--- config.mk ---
export PLATFORM = sky130hd
export DESIGN_NAME = crsf_rc_frame_to_servo_pulse
export DESIGN_NICKNAME = d
export VERILOG_FILES = /design/src/crsf_pkg.sv /design/src/crsf_rc_frame_to_servo_pulse.sv
export SDC_FILE = /design/constraint.sdc
export NUM_CORES = 1
export LEC_CHECK = 0
export BUFFER_PORTS_ARGS = -buffer_cell sky130_fd_sc_hd__buf_4
export CORE_UTILIZATION = 30
export DETAILED_ROUTE_END_ITERATION = 8
export GPL_TIMING_DRIVEN = 0
export PLACE_DENSITY = 0.58
export REMOVE_ABC_BUFFERS = 1
export SLEW_MARGIN = 20
export SYNTH_ARGS = -nofsm -noshare
export SYNTH_HDL_FRONTEND = slang
export SYNTH_SLANG_ARGS = --single-unit
export TNS_END_PERCENT = 10
--- constraint.sdc ---
create_clock -name clk_i -period 10.7 [get_ports clk_i]
set_clock_uncertainty 0.1 [all_clocks]
set_input_delay 1.605 -clock clk_i [delete_from_list [all_inputs] [get_ports clk_i]]
set_output_delay 1.605 -clock clk_i [all_outputs]
set_load 0.05 [all_outputs]
--- src/crsf_pkg.sv ---
// ----------------------------------------------------------------------------
// crsf_pkg
// Shared constants, state type and helper functions of the RC frame parser.
// ----------------------------------------------------------------------------
package crsf_pkg;

  localparam int WINDOW_BYTES = 64;
  localparam int WIN_AW       = $clog2(WINDOW_BYTES);
  localparam int FILL_W       = WIN_AW + 1;

  localparam logic [7:0]  SYNC_BYTE  = 8'hC8;
  localparam logic [7:0]  RC_TYPE    = 8'h16;
  localparam logic [7:0]  CRC_POLY   = 8'hD5;
  localparam logic [7:0]  RC_FLEN    = 8'd24;   // type + 22 payload bytes + crc
  localparam logic [7:0]  MIN_FLEN   = 8'd2;
  localparam logic [7:0]  MAX_FLEN   = 8'd62;
  localparam logic [10:0] CH_MASK    = 11'h7FF;
  localparam logic [11:0] PULSE_MID  = 12'd1500;
  localparam logic [11:0] STICK_MID  = 12'd992;

  typedef enum logic [1:0] {
    OP_BYTE  = 2'd0,
    OP_TICK  = 2'd1,
    OP_ERROR = 2'd2,
    OP_NONE  = 2'd3
  } op_e;

  typedef enum logic [2:0] {
    CFG_OUT0_CH  = 3'd0,
    CFG_OUT1_CH  = 3'd1,
    CFG_MIN_US   = 3'd2,
    CFG_MAX_US   = 3'd3,
    CFG_CENTER   = 3'd4,
    CFG_TIMEOUT  = 3'd5
  } cfg_idx_e;

  typedef enum logic [3:0] {
    ST_IDLE,
    ST_WRITE,
    ST_CHECK,
    ST_SYNC,
    ST_LEN,
    ST_CRC,
    ST_CMP,
    ST_UNP0,
    ST_UNP1,
    ST_UNP2,
    ST_UNP3,
    ST_FIN,
    ST_FAILSAFE,
    ST_RESULT
  } state_e;

  function automatic logic [7:0] crc8_step(input logic [7:0] c);
    logic [7:0] r;
    r = c;
    for (int b = 0; b < 8; b++) begin
      r = r[7] ? ((r << 1) ^ CRC_POLY) : (r << 1);
    end
    return r;
  endfunction

  function automatic logic [11:0] clamp_us(input logic [11:0] v, input logic [11:0] lo,
                                           input logic [11:0] hi);
    logic [11:0] r;
    r = (v < lo) ? lo : v;
    r = (r > hi) ? hi : r;
    return r;
  endfunction

  // (t-992)*5/8+1500, quotient truncated toward zero
  function automatic logic [11:0] stick_to_us(input logic [10:0] t);
    logic signed [15:0] d;
    logic signed [15:0] m;
    logic signed [15:0] q;
    d = $signed({5'd0, t}) - $signed({4'd0, STICK_MID});
    m = d * 16'sd5;
    q = (m < 0) ? ((m + 16'sd7) >>> 3) : (m >>> 3);
    return 12'(q + $signed({4'd0, PULSE_MID}));
  endfunction

endpackage

--- src/crsf_rc_frame_to_servo_pulse.sv ---
// ----------------------------------------------------------------------------
// crsf_rc_frame_to_servo_pulse
// Frame hunter over a circular byte window, CRC check, RC channel unpack and
// servo pulse outputs with failsafe centering.
// ----------------------------------------------------------------------------
// Flow: a tick, link error or idle word passes the finish and failsafe states to
// its result. A byte is written to the window and then scanned; per scan position
// a header is read, a CRC pass reads one window byte per cycle through the memory
// read port, and an RC frame is unpacked.
// Throughput: one word at a time; the next word is taken after the result.
// Reset: window empty, link down, outputs centered at 1500, config defaults.
module crsf_rc_frame_to_servo_pulse
  import crsf_pkg::*;
(
  input  logic        clk_i,
  input  logic        rst_ni,
  input  logic        in_valid_i,
  output logic        in_stall_o,
  input  logic [1:0]  opcode_i,
  input  logic [7:0]  rx_byte_i,
  output logic        out_valid_o,
  input  logic        out_stall_i,
  output logic [11:0] out0_us_o,
  output logic [11:0] out1_us_o,
  output logic        out0_changed_o,
  output logic        out1_changed_o,
  output logic        rc_frame_taken_o,
  output logic        link_up_o,
  input  logic        cfg_we_i,
  input  logic [2:0]  cfg_idx_i,
  input  logic [15:0] cfg_data_i
);

  logic [7:0] mem [WINDOW_BYTES];
  logic [7:0] rdata_q;
  logic [WIN_AW-1:0] raddr, waddr;
  logic wr_en;

  state_e state_q, state_d;
  logic [1:0]  op_q, op_d;
  logic [7:0]  byte_q, byte_d;
  logic [11:0] start0_q, start0_d, start1_q, start1_d;
  logic [WIN_AW-1:0] head_q, head_d;
  logic [FILL_W-1:0] fill_q, fill_d, idx_q, idx_d;
  logic [FILL_W-1:0] rem;
  logic [7:0]  flen_q, flen_d, crc_q, crc_d, type_q, type_d, b0_q, b0_d, b1_q, b1_d;
  logic [5:0]  k_q, k_d;
  logic        sync_q, sync_d, sel_q, sel_d, got_q, got_d;
  logic [11:0] cand0_q, cand0_d, cand1_q, cand1_d;
  logic [15:0] age_q, age_d;
  logic        link_q, link_d, cent_q, cent_d, taken_q, taken_d;
  logic [11:0] lvl0_q, lvl0_d, lvl1_q, lvl1_d;
  logic [4:0]  ch0_q, ch1_q;
  logic [11:0] min_q, max_q, ctr_q;
  logic [15:0] tmo_q;

  logic        ok0, ok1;
  logic [4:0]  cur_ch;
  logic [7:0]  bitpos;
  logic [7:0]  total;
  logic [23:0] wword;
  logic [10:0] stick;
  logic [11:0] center_cl;

  assign ok0 = (ch0_q != 5'd0) && (ch0_q <= 5'd16);
  assign ok1 = (ch1_q != 5'd0) && (ch1_q <= 5'd16);
  assign cur_ch = sel_q ? ch1_q : ch0_q;
  assign bitpos = 8'(4'(cur_ch - 5'd1)) * 8'd11;
  assign total  = flen_q + 8'd2;
  assign rem    = fill_q - idx_q;
  assign wword  = {rdata_q, b1_q, b0_q};
  assign stick  = 11'(wword >> bitpos[2:0]) & CH_MASK;
  assign center_cl = clamp_us(ctr_q, min_q, max_q);

  // window memory
  always_ff @(posedge clk_i) begin
    if (wr_en) begin
      mem[waddr] <= byte_q;
    end
    rdata_q <= mem[raddr];
  end

  // next state
  always_comb begin
    state_d = state_q;
    case (state_q)
      ST_IDLE: begin
        if (in_valid_i) begin
          state_d = (op_e'(opcode_i) == OP_BYTE) ? ST_WRITE : ST_FIN;
        end
      end
      ST_WRITE: state_d = ST_CHECK;
      ST_CHECK: state_d = (rem >= FILL_W'(4)) ? ST_SYNC : ST_FIN;
      ST_SYNC:  state_d = ST_LEN;
      ST_LEN: begin
        if (!sync_q || rdata_q < MIN_FLEN || rdata_q > MAX_FLEN) begin
          state_d = ST_CHECK;
        end else if (8'(rem) < rdata_q + 8'd2) begin
          state_d = ST_FIN;
        end else begin
          state_d = ST_CRC;
        end
      end
      ST_CRC: begin
        if (8'(k_q) == flen_q - 8'd2) begin
          state_d = ST_CMP;
        end
      end
      ST_CMP: begin
        if (rdata_q == crc_q && type_q == RC_TYPE && flen_q == RC_FLEN) begin
          state_d = ST_UNP0;
        end else begin
          state_d = ST_CHECK;
        end
      end
      ST_UNP0: state_d = ST_UNP1;
      ST_UNP1: state_d = ST_UNP2;
      ST_UNP2: state_d = ST_UNP3;
      ST_UNP3: state_d = sel_q ? ST_CHECK : ST_UNP0;
      ST_FIN:      state_d = ST_FAILSAFE;
      ST_FAILSAFE: state_d = ST_RESULT;
      ST_RESULT: begin
        if (!out_stall_i) begin
          state_d = ST_IDLE;
        end
      end
      default: state_d = ST_IDLE;
    endcase
  end

  // datapath
  always_comb begin
    op_d = op_q;  byte_d = byte_q;  start0_d = start0_q;  start1_d = start1_q;
    head_d = head_q;  fill_d = fill_q;  idx_d = idx_q;  flen_d = flen_q;
    crc_d = crc_q;  type_d = type_q;  b0_d = b0_q;  b1_d = b1_q;  k_d = k_q;
    sync_d = sync_q;  sel_d = sel_q;  got_d = got_q;
    cand0_d = cand0_q;  cand1_d = cand1_q;  age_d = age_q;  link_d = link_q;
    cent_d = cent_q;  taken_d = taken_q;  lvl0_d = lvl0_q;  lvl1_d = lvl1_q;
    raddr = head_q + idx_q[WIN_AW-1:0];
    waddr = head_q + fill_q[WIN_AW-1:0];
    wr_en = 1'b0;
    case (state_q)
      ST_IDLE: begin
        if (in_valid_i) begin
          op_d = opcode_i;  byte_d = rx_byte_i;
          start0_d = lvl0_q;  start1_d = lvl1_q;
          taken_d = 1'b0;  got_d = 1'b0;  idx_d = '0;
        end
      end
      ST_WRITE: begin
        wr_en = 1'b1;
        // full window: drop the oldest byte
        if (fill_q == FILL_W'(WINDOW_BYTES)) begin
          head_d = head_q + WIN_AW'(1);
          waddr  = head_q + WIN_AW'(1) + WIN_AW'(WINDOW_BYTES - 1);
          fill_d = FILL_W'(WINDOW_BYTES);
        end else begin
          fill_d = fill_q + FILL_W'(1);
        end
      end
      ST_CHECK: raddr = head_q + idx_q[WIN_AW-1:0];
      ST_SYNC: begin
        sync_d = (rdata_q == SYNC_BYTE);
        raddr  = head_q + idx_q[WIN_AW-1:0] + WIN_AW'(1);
      end
      ST_LEN: begin
        flen_d = rdata_q;
        crc_d  = '0;
        k_d    = '0;
        raddr  = head_q + idx_q[WIN_AW-1:0] + WIN_AW'(2);
        if (!sync_q || rdata_q < MIN_FLEN || rdata_q > MAX_FLEN) begin
          idx_d = idx_q + FILL_W'(1);
        end
      end
      ST_CRC: begin
        crc_d = crc8_step(crc_q ^ rdata_q);
        if (k_q == '0) begin
          type_d = rdata_q;
        end
        k_d   = k_q + 6'd1;
        raddr = head_q + idx_q[WIN_AW-1:0] + WIN_AW'(3) + k_q;
      end
      ST_CMP: begin
        sel_d = 1'b0;
        if (rdata_q != crc_q) begin
          idx_d = idx_q + FILL_W'(1);
        end else if (!(type_q == RC_TYPE && flen_q == RC_FLEN)) begin
          idx_d = idx_q + FILL_W'(total);
        end
      end
      ST_UNP0: raddr = head_q + idx_q[WIN_AW-1:0] + WIN_AW'(3) + WIN_AW'(bitpos[7:3]);
      ST_UNP1: begin
        b0_d  = rdata_q;
        raddr = head_q + idx_q[WIN_AW-1:0] + WIN_AW'(4) + WIN_AW'(bitpos[7:3]);
      end
      ST_UNP2: begin
        b1_d  = rdata_q;
        raddr = head_q + idx_q[WIN_AW-1:0] + WIN_AW'(5) + WIN_AW'(bitpos[7:3]);
      end
      ST_UNP3: begin
        if (sel_q) begin
          cand1_d = clamp_us(stick_to_us(stick), min_q, max_q);
          got_d   = 1'b1;
          idx_d   = idx_q + FILL_W'(total);
        end else begin
          cand0_d = clamp_us(stick_to_us(stick), min_q, max_q);
          sel_d   = 1'b1;
        end
      end
      ST_FIN: begin
        case (op_e'(op_q))
          OP_BYTE: begin
            head_d = head_q + idx_q[WIN_AW-1:0];
            fill_d = fill_q - idx_q;
            if (got_q) begin
              taken_d = 1'b1;  age_d = '0;  link_d = 1'b1;  cent_d = 1'b0;
              if (ok0) lvl0_d = cand0_q;
              if (ok1) lvl1_d = cand1_q;
            end
          end
          OP_TICK: begin
            if (link_q && age_q != 16'hFFFF) age_d = age_q + 16'd1;
          end
          OP_ERROR: begin
            if (!cent_q) begin
              if (ok0) lvl0_d = center_cl;
              if (ok1) lvl1_d = center_cl;
              cent_d = 1'b1;
            end
            link_d = 1'b0;
            fill_d = '0;
          end
          default: ;
        endcase
      end
      ST_FAILSAFE: begin
        if (link_q && age_q >= tmo_q && !cent_q) begin
          if (ok0) lvl0_d = center_cl;
          if (ok1) lvl1_d = center_cl;
          cent_d = 1'b1;
        end
      end
      default: ;
    endcase
  end

  always_ff @(posedge clk_i or negedge rst_ni) begin
    if (!rst_ni) begin
      state_q <= ST_IDLE;
      head_q  <= '0;
      fill_q  <= '0;
      age_q   <= '0;
      link_q  <= 1'b0;
      cent_q  <= 1'b1;
      taken_q <= 1'b0;
      lvl0_q  <= PULSE_MID;
      lvl1_q  <= PULSE_MID;
      ch0_q   <= 5'd1;
      ch1_q   <= 5'd2;
      min_q   <= 12'd1000;
      max_q   <= 12'd2000;
      ctr_q   <= 12'd1500;
      tmo_q   <= 16'd500;
    end else begin
      state_q <= state_d;
      head_q  <= head_d;
      fill_q  <= fill_d;
      age_q   <= age_d;
      link_q  <= link_d;
      cent_q  <= cent_d;
      taken_q <= taken_d;
      lvl0_q  <= lvl0_d;
      lvl1_q  <= lvl1_d;
      if (cfg_we_i) begin
        case (cfg_idx_e'(cfg_idx_i))
          CFG_OUT0_CH: ch0_q <= cfg_data_i[4:0];
          CFG_OUT1_CH: ch1_q <= cfg_data_i[4:0];
          CFG_MIN_US:  min_q <= cfg_data_i[11:0];
          CFG_MAX_US:  max_q <= cfg_data_i[11:0];
          CFG_CENTER:  ctr_q <= cfg_data_i[11:0];
          CFG_TIMEOUT: tmo_q <= cfg_data_i;
          default: ;
        endcase
      end
    end
  end

  always_ff @(posedge clk_i) begin
    op_q <= op_d;  byte_q <= byte_d;  start0_q <= start0_d;  start1_q <= start1_d;
    idx_q <= idx_d;  flen_q <= flen_d;  crc_q <= crc_d;  type_q <= type_d;
    b0_q <= b0_d;  b1_q <= b1_d;  k_q <= k_d;  sync_q <= sync_d;  sel_q <= sel_d;
    got_q <= got_d;  cand0_q <= cand0_d;  cand1_q <= cand1_d;
  end

  assign in_stall_o       = (state_q != ST_IDLE);
  assign out_valid_o      = (state_q == ST_RESULT);
  assign out0_us_o        = lvl0_q;
  assign out1_us_o        = lvl1_q;
  assign out0_changed_o   = (lvl0_q != start0_q);
  assign out1_changed_o   = (lvl1_q != start1_q);
  assign rc_frame_taken_o = taken_q;
  assign link_up_o        = link_q && !cent_q;

endmodule

==> results.json <==
{
  "end_kind": "register",
  "overflow": 0,
  "worst_pin_slew_ns": 1.042,
  "status": "finished, final reports clean",
  "final_common_cell": "edfxtp_1",
  "cts_buffer_depth": 3,
  "num_io_pins": 64,
  "worstSetupStartpoint": "sel_q",
  "syn_inst": 3020,
  "ys_async_sr_fraction_pct": 16.14,
  "finalHoldViolCount": 0,
  "drive_gt1_share_pct": 14.43,
  "drtAntennaViolNets": 0,
  "io_buffers": 63,
  "crit_slowest_cell": "edfxtp_1",
  "groute.usage.overall_pct": 14.57,
  "cts-root-buf": "clkbuf_16",
  "relSlewSlack_pct": 30.03,
  "cts_hold_buf": 0,
  "final_cell_count_no_fill": 4799,
  "syn-cell-area_sq_um": 37080,
  "hold_class": "register to register",
  "cts_buffers": 78,
  "rows": 128,
  "drcViolationCount": 0,
  "drv_cap": 0,
  "cts_num_sinks": 756,
  "fillCellCount": 11830,
  "first_iter_violations": 1606,
  "fin_crit_ns": 10.09,
  "tns_ns": 0,
  "drt-total-wl_mm": 92.51,
  "finalCritPeriodShare_pct": 94.26,
  "rsz0062_at_grt": "no",
  "firstDrtPassIters": 5,
  "max_freq_ghz": 0.09914,
  "fp.dieW_um": 353.6,
  "synth_cell_types": 79,
  "finalHoldWorstSlack_ns": 0.3906,
  "cp.arrival_ns": 10.36,
  "fp.coreArea_sq_um": 122200,
  "dieArea_sq_um": 125000,
  "grt_pass1_vias": 23730,
  "dr_total_vias": 24210,
  "path_clk_slew_ns": 0.06,
  "die_y_um": 353.6,
  "synthFlopType": "edfxtp_1",
  "setup_viol": 0,
  "area.growth.synth_to_final_pct": 17.20,
  "ys_seq_area_share_pct": 59.50,
  "hold_start": "cent_q",
  "via_per_inst": 5.044,
  "slew_violations": 0,
  "antenna_found_initial": 0,
  "startpoint_type": "register",
  "tritoncts": "yes",
  "antenna_cells": 0,
  "wire_per_inst_um": 19.28,
  "dpl.hpwl_mm": 64.07,
  "r2r_start": "sel_q",
  "worstPathRequired_ns": 10.97,
  "grt_pass1_wl_mm": 142.5,
  "worstSetupPathType": "register to register",
  "post-place-ws_ns": -1.704,
  "clock_latency_ns": 0.64,
  "gp_congestion": 0.8368,
  "grt_max_degree": 77,
  "yosys_register_bits": 756,
  "synth-warning-count": 0,
  "dp.cells": 4640,
  "setup_slack_ns": 0.6137,
  "synth_edf_count": 626,
  "slowest_delay_ns": 0.40,
  "cts_max_level": 3,
  "final_cell_mix": "edfxtp_1, nand2_1, a211oi_1, nor2_1, ha_1",
  "initial_core_util_pct": 30.35,
  "worstPathMaxFanout": 12,
  "synth.avg_cell_area_sq_um": 12.28,
  "nets": 3318
}
==> synthesized netlist by cell type, types with 71 or more instances <==
cell type / n / area, sq um
mux2_2: 83 / 934.7
o21ai_0: 74 / 370.4
nor2_1: 165 / 619.3
and2_1: 113 / 706.9
dfrtp_1: 80 / 2002
nand2_1: 347 / 1303
a21oi_1: 142 / 710.7
edfxtp_1: 626 / 18800
xor2_1: 71 / 621.9
a211oi_1: 163 / 1224
ha_1: 161 / 2014
clkbuf_1: 134 / 503.0
inv_1: 119 / 446.7
a31oi_1: 71 / 444.2
xnor2_1: 82 / 718.2
==> final cells by class <==
cell class | count | area, sq um | share of cell area (%)
Multi-Input combinational cell | 2000 | 14230 | 32.75
Clock inverter | 40 | 449.2 | 1.034
Sequential cell | 756 | 22060 | 50.77
Tap cell | 1625 | 2033 | 4.678
Clock buffer | 100 | 2097 | 4.825
Inverter | 119 | 450.4 | 1.036
Timing Repair Buffer | 159 | 2135 | 4.911
==> stage by stage <==
stage	util (%)	instance area [sq um]
floorplan	-	36500
global placement	31.92	39010
detailed placement	33.27	40660
CTS	35.48	43360
global route	35.57	43460
finish	35.57	43460
==> registers in the layout, summed over array words and instances (netlist names), 12 cells and up <==
signal and cells:
age_q 16, cand0_q 12, cand1_q 12, ctr_q 12, max_q 12, mem 512, min_q 12, out0_us_o 12
out1_us_o 12, start0_q 12, start1_q 12, tmo_q 16
==> worst max-delay path: cells and delay by family, from the launching register on <==
| kind | cells | cell delay, ns |
|---|---|---|
| compound gates | 14 | 2.76 |
| xor+xnor | 5 | 0.93 |
| fa+ha+maj | 8 | 2.48 |
| buf+inv | 4 | 0.59 |
| flops | 1 | 0.40 |
| mux | 4 | 1.26 |
| simple gates | 10 | 1.27 |
==> path summary, 6_finish.rpt <==
check                             end  cells past startpoint  slack, ns
max in group asynchronous    tmo_q[4]                      2       8.97
hold reg to reg                cent_q                      2       0.39
setup / recovery           cand1_q[6]                     45       0.61
min in group asynchronous    max_q[1]                      1       0.79
hold / removal                 cent_q                      2       0.39
setup reg to reg           cand1_q[6]                     45       0.61
==> per-layer routing <==
layer | track usage (%) | wire [um] | share of wire (%)
met5 | 0 | 0 | 0
met4 | 4.390 | 2397 | 2.6
met3 | 2.170 | 4179 | 4.5
met2 | 23.93 | 44040 | 48
met1 | 19.78 | 41890 | 45
==> kinds of logic after synthesis <==
logic type      Yosys count  synth area share (%)
buf+inv                 265                 2.770
mux                     151                 4.747
simple gates            840                 10.71
fa+ha+maj               170                 5.918
compound gates          683                 12.66
flops                   756                 59.50
xor+xnor                155                 3.701
==> what timing repair did <==
item,in CTS,in global routing
setup buffers,13,5
gates cloned,1,0
pin swaps,6,4
gates resized for setup,5,11
endpoints found under the setup margin,24,24
Power is not shown: default switching activity piles up to over one toggle a cycle in this logic, so the estimate is an artifact.
